==> config.mk <==
export PLATFORM = sky130hd
export DESIGN_NAME = spa_controller
export DESIGN_NICKNAME = d
export VERILOG_FILES = /design/src/hw/rtl/spa_pkg.sv /design/src/hw/rtl/spa_controller.sv
export SDC_FILE = /design/constraint.sdc
export NUM_CORES = 1
export LEC_CHECK = 0
export ABC_CLOCK_PERIOD_IN_PS = 5500
export BUFFER_PORTS_ARGS = -buffer_cell sky130_fd_sc_hd__buf_2
export CAP_MARGIN = 20
export CORE_AREA = 2 2 68 44
export DETAILED_ROUTE_END_ITERATION = 7
export DIE_AREA = 0 0 70 46
export PLACE_DENSITY = 0.88
export SLEW_MARGIN = 30
export SYNTH_ARGS = -nofsm -noshare
export SYNTH_HDL_FRONTEND = slang
export SYNTH_SLANG_ARGS = --single-unit
export TNS_END_PERCENT = 50
==> constraint.sdc <==
create_clock -name clock -period 5.5 [get_ports clock]
set_input_delay 1.1 -clock clock [delete_from_list [all_inputs] [get_ports clock]]
set_output_delay 1.1 -clock clock [all_outputs]
set_load 0.005 [all_outputs]
==> src/hw/rtl/spa_pkg.sv <==
package spa_pkg;

   localparam int unsigned STEP_W = 5;
   localparam logic [STEP_W-1:0] SQRT_LAST = 5'd31;
   localparam logic [STEP_W-1:0] DIV_LAST = 5'd16;
   localparam logic [15:0] ONE_Q14 = 16'h4000;
   localparam logic [16:0] T_ONE = 17'd65536;

   typedef logic [3:0][15:0] quat_type;
   typedef logic [2:0][15:0] vec_type;

   typedef enum logic [3:0] {
      OP_IDLE, OP_LOAD, OP_DOT, OP_DSUM, OP_LERP, OP_SQ, OP_LEN, OP_SQRT,
      OP_DIVI, OP_DIV, OP_NORM, OP_E1, OP_E2, OP_E3, OP_WRITE, OP_EMIT
   } op_type;

   // which transform pair the compose engine works on
   typedef enum logic [1:0] {
      PASS_PARENT, PASS_REST, PASS_OUT
   } pass_type;

   typedef struct packed {
      op_type   op;
      pass_type pass;
   } cmd_type;

   typedef struct packed {
      logic driven;
      logic has_parent;
      logic undo;
      logic out_free;
   } stat_type;

   typedef struct packed {
      logic        first_bone;
      logic        driven;
      logic [8:0]  parent_index;
      logic [63:0] rot_from;
      logic [63:0] rot_to;
      logic [47:0] pos_from;
      logic [47:0] pos_to;
      logic [16:0] blend_factor;
      logic [63:0] rest_rot;
      logic [47:0] rest_pos;
   } req_payload_type;

   typedef struct packed {
      logic [7:0]  bone_number;
      logic [63:0] pose_rot;
      logic [47:0] pose_pos;
   } rsp_payload_type;

   function automatic logic [15:0] sat16(input logic signed [63:0] x);
      logic [15:0] r;
      if (x > 64'sd32767) r = 16'h7fff;
      else if (x < -64'sd32768) r = 16'h8000;
      else r = x[15:0];
      return r;
   endfunction

endpackage

==> src/hw/rtl/spa_controller.sv <==
module spa_controller (
   input  logic               clock,
   input  logic               reset,
   input  logic               req_valid,
   output logic               req_ready,
   input  spa_pkg::stat_type  stat,
   output spa_pkg::cmd_type   cmd
);

   typedef enum logic [15:0] {
      ST_IDLE  = 16'b0000_0000_0000_0001,
      ST_PREP  = 16'b0000_0000_0000_0010,
      ST_DOT   = 16'b0000_0000_0000_0100,
      ST_DSUM  = 16'b0000_0000_0000_1000,
      ST_LERP  = 16'b0000_0000_0001_0000,
      ST_SQ    = 16'b0000_0000_0010_0000,
      ST_LEN   = 16'b0000_0000_0100_0000,
      ST_SQRT  = 16'b0000_0000_1000_0000,
      ST_DIVI  = 16'b0000_0001_0000_0000,
      ST_DIV   = 16'b0000_0010_0000_0000,
      ST_NORM  = 16'b0000_0100_0000_0000,
      ST_E1    = 16'b0000_1000_0000_0000,
      ST_E2    = 16'b0001_0000_0000_0000,
      ST_E3    = 16'b0010_0000_0000_0000,
      ST_WRITE = 16'b0100_0000_0000_0000,
      ST_OUT   = 16'b1000_0000_0000_0000
   } state_type;

   state_type state_ff, state_in;
   logic [spa_pkg::STEP_W-1:0] step_ff, step_in;
   spa_pkg::pass_type pass_ff, pass_in;
   spa_pkg::op_type op;

   always_comb begin
      state_in = state_ff;
      step_in = step_ff;
      pass_in = pass_ff;
      op = spa_pkg::OP_IDLE;
      req_ready = 1'b0;
      unique case (state_ff)
         ST_IDLE: begin
            req_ready = 1'b1;
            if (req_valid) begin
               op = spa_pkg::OP_LOAD;
               state_in = ST_PREP;
            end
         end
         ST_PREP: begin
            pass_in = spa_pkg::PASS_PARENT;
            if (stat.driven) state_in = ST_DOT;
            else if (stat.has_parent) state_in = ST_E1;
            else state_in = ST_WRITE;
         end
         ST_DOT: begin
            op = spa_pkg::OP_DOT;
            state_in = ST_DSUM;
         end
         ST_DSUM: begin
            op = spa_pkg::OP_DSUM;
            state_in = ST_LERP;
         end
         ST_LERP: begin
            op = spa_pkg::OP_LERP;
            state_in = ST_SQ;
         end
         ST_SQ: begin
            op = spa_pkg::OP_SQ;
            state_in = ST_LEN;
         end
         ST_LEN: begin
            op = spa_pkg::OP_LEN;
            step_in = '0;
            state_in = ST_SQRT;
         end
         ST_SQRT: begin
            op = spa_pkg::OP_SQRT;
            step_in = step_ff + 1'b1;
            if (step_ff == spa_pkg::SQRT_LAST) state_in = ST_DIVI;
         end
         ST_DIVI: begin
            op = spa_pkg::OP_DIVI;
            step_in = '0;
            state_in = ST_DIV;
         end
         ST_DIV: begin
            op = spa_pkg::OP_DIV;
            step_in = step_ff + 1'b1;
            if (step_ff == spa_pkg::DIV_LAST) state_in = ST_NORM;
         end
         ST_NORM: begin
            op = spa_pkg::OP_NORM;
            pass_in = spa_pkg::PASS_PARENT;
            state_in = stat.has_parent ? ST_E1 : ST_WRITE;
         end
         ST_E1: begin
            op = spa_pkg::OP_E1;
            state_in = ST_E2;
         end
         ST_E2: begin
            op = spa_pkg::OP_E2;
            state_in = ST_E3;
         end
         ST_E3: begin
            op = spa_pkg::OP_E3;
            unique case (pass_ff)
               spa_pkg::PASS_PARENT: state_in = ST_WRITE;
               spa_pkg::PASS_REST: begin
                  pass_in = spa_pkg::PASS_OUT;
                  state_in = ST_E1;
               end
               default: state_in = ST_OUT;
            endcase
         end
         ST_WRITE: begin
            op = spa_pkg::OP_WRITE;
            if (stat.undo) begin
               pass_in = spa_pkg::PASS_REST;
               state_in = ST_E1;
            end else begin
               state_in = ST_OUT;
            end
         end
         ST_OUT: begin
            if (stat.out_free) begin
               op = spa_pkg::OP_EMIT;
               state_in = ST_IDLE;
            end
         end
         default: state_in = ST_IDLE;
      endcase
   end

   always_ff @(posedge clock) begin
      if (reset) begin
         state_ff <= ST_IDLE;
         step_ff <= '0;
         pass_ff <= spa_pkg::PASS_PARENT;
      end else begin
         state_ff <= state_in;
         step_ff <= step_in;
         pass_ff <= pass_in;
      end
   end

   assign cmd.op = op;
   assign cmd.pass = pass_ff;

endmodule

==> impl_metrics.json <==
{
  "outcome": "complete, no violations",
  "syn_area_um2": 1550,
  "synth_compound_area_share_pct": 18.0,
  "finalNonFillerCells": 226,
  "arrival_ps": 2410,
  "synth_fa_ha_area_share_pct": 2.42,
  "crit_path_start": "state_ff[15]",
  "max_cap_viol_count": 0,
  "grt_pass1_wl_um": 6680,
  "critical_path_class": "reg2out",
  "setup_viol": 0,
  "cts_tree": "done",
  "synth_xor_area_share_pct": 3.39,
  "route.detailed.wl_per_inst_um": 18.2,
  "syn_area_per_cell_um2": 8.33,
  "p_per_area_nw_per_um2": 198,
  "drt_iter0_drc": 178,
  "fin_util_pct": 61.8,
  "cts_buffers": 3,
  "ys_seq_elements": 23,
  "start_util_pct": 58.2,
  "vdd_drop_max_mv": 0.149,
  "h-tree-depth": 1,
  "drive_gt1_share_pct": 16.1,
  "areaGrowthSynthToFinish_pct": 6.30,
  "p_leak_nw": 0.608,
  "ys_seq_area_share_pct": 29.7,
  "worst_setup_path_end_kind": "output pin",
  "setup.worst_path.start_class": "register",
  "vias": 1561,
  "antenna_found_initial": 0,
  "yosys.cell_count.top_type": "dfxtp_1",
  "period_minus_slack_ps": 3510,
  "nets": 203,
  "cts_setup_buffers": 0,
  "via_per_inst": 6.91,
  "synthSimpleGateAreaFrac_pct": 40.0,
  "hold_class": "reg2reg",
  "clock_sinks": 23,
  "die_area_um2": 3220,
  "required_ps": 4400,
  "cts_root_buf": "clkbuf_8",
  "grt_max_degree": 18,
  "critPathMaxFanout": 10,
  "rows": 15,
  "ys_async_sr_fraction_pct": 0,
  "rsz0062_at_grt": "false",
  "drt.antenna.violating_nets": 0,
  "ys_warn_count": 0,
  "fmax_mhz": 285,
  "die_h_um": 46,
  "yosysTopAreaCell": "dfxtp_1",
  "overflow": 0,
  "synth_edf_count": 0,
  "placeableCoreArea_um2": 2670,
  "synth_top_family_by_area": "simple AND/OR/NAND/NOR gates",
  "tns_ps": 0,
  "drv_slew": 0,
  "synthCells": 186,
  "place_inst": 222,
  "yosysTopAreaCellShare_pct": 29.7,
  "port_buffers": 13,
  "cts_buffer_depth": 2,
  "grt_pass1_vias": 1373,
  "drt_first_pass_iters": 7,
  "hold_buffers": 0,
  "final_hold_viol_count": 0,
  "die_w_um": 70,
  "finalCritPeriodShare_pct": 63.8,
  "drc": 0,
  "insertion_delay_ps": 280,
  "grt_usage_pct": 27.5,
  "io_pins": 14,
  "clkSlewWorstSetupHoldPaths_ps": 80,
  "skew_ps": 5.83,
  "yosys-top-cells-count": "23 x dfxtp_1, 18 x nor2_1, 11 x o21ai_0, 10 x nand2_1, 9 x nor3_1",
  "synthFlopType": "dfxtp_1",
  "worst_hold_slack_ps": 535,
  "hold_start": "step_ff[4]",
  "place.detailed.hpwl_um": 3110,
  "synth_mux_area_share_pct": 1.29,
  "cts_resized": 0,
  "tightest_slew_ps": 940,
  "n_antenna_cell": 0,
  "max_slew_margin_pct": 36.8,
  "syn-num-nets": 196,
  "r2r-start": "state_ff[15]",
  "routed_wl_um": 4120,
  "ys_top_cells_by_area": "dfxtp_1 30%, nor2_1 4.4%, o21ai_0 3.6%",
  "gp_congestion": 0.946,
  "ys_types": 50
}
==> path summary, 6_finish.rpt <==
check                      to  slack [ps]  cells past startpoint
setup reg to reg  state_ff[0]        3080                      5
setup / recovery       cmd[3]        1990                      6
hold / removal     step_ff[4]         540                      2
hold reg to reg    step_ff[4]         540                      2
==> worst max-delay path, stage by stage, from the launching register on <==
cell	delay, ps
dfxtp_1	420
nor4_2	870
nand2_1	300
nor2_1	230
a31oi_1	110
nand2_1	90
buf_2	110
==> power by group <==
group | switching [mW] | total (mW) | internal, mW
registers | 0.00219 | 0.170 | 0.168
clock network | 0.0577 | 0.110 | 0.0520
logic | 0.0283 | 0.0461 | 0.0178
total | 0.0882 | 0.326 | 0.238
==> logic make-up after synthesis <==
group	count (synthesis)
flops	23
fa+ha+maj	3
mux	2
xor+xnor	6
compound gates	41
simple gates	94
buf+inv	17
==> per-stage QoR <==
step | setup WS [ps] | total power, mW | cell area [um^2]
2_1_floorplan | 2600 | 0.205 | 1550
3_3_place_gp | 2420 | 0.218 | 1600
3_5_place_dp | 2410 | 0.218 | 1600
4_1_cts | 2110 | 0.323 | 1650
5_1_grt | 1870 | 0.337 | 1650
6_report | 1990 | 0.326 | 1650
==> routing by layer <==
| layer | GRT usage [%] | part of all wire [%] |
|---|---|---|
| met5 | 0 | 0 |
| met4 | 9.23 | 1.6 |
| met3 | 10.2 | 14 |
| met2 | 40.2 | 41 |
| met1 | 37.6 | 44 |
==> placed cells by master, fill, tap and decap left out, drive strengths merged, types with 3 or more instances in the layout <==
master,netlist,routed
buf,4,14
nor3,10,10
o21ai,12,12
or4,5,5
nor4b,5,5
o22ai,3,3
or4b,7,7
nand2,10,10
inv,5,5
nor2,18,18
ha,3,3
nand2b,6,6
xnor2,4,4
nand3,3,3
nor2b,4,4
nand4,6,6
a21oi,6,6
nor4,8,8
dfxtp,23,23
clkbuf,8,4
==> layout make-up <==
class | instances | area (um^2)
fillers | 239 | 1020
multi-input cells | 146 | 1010
flip-flops and latches | 23 | 460
repair buffers | 14 | 72.6
clock buffers | 4 | 45.0
well taps | 34 | 42.5
inverters | 5 | 18.8
==> flip-flops by register name, summed over array words and instances (netlist names) <==
signal    cells
pass_ff       2
state_ff     16
step_ff       5
(Power assumes the default switching activity.)
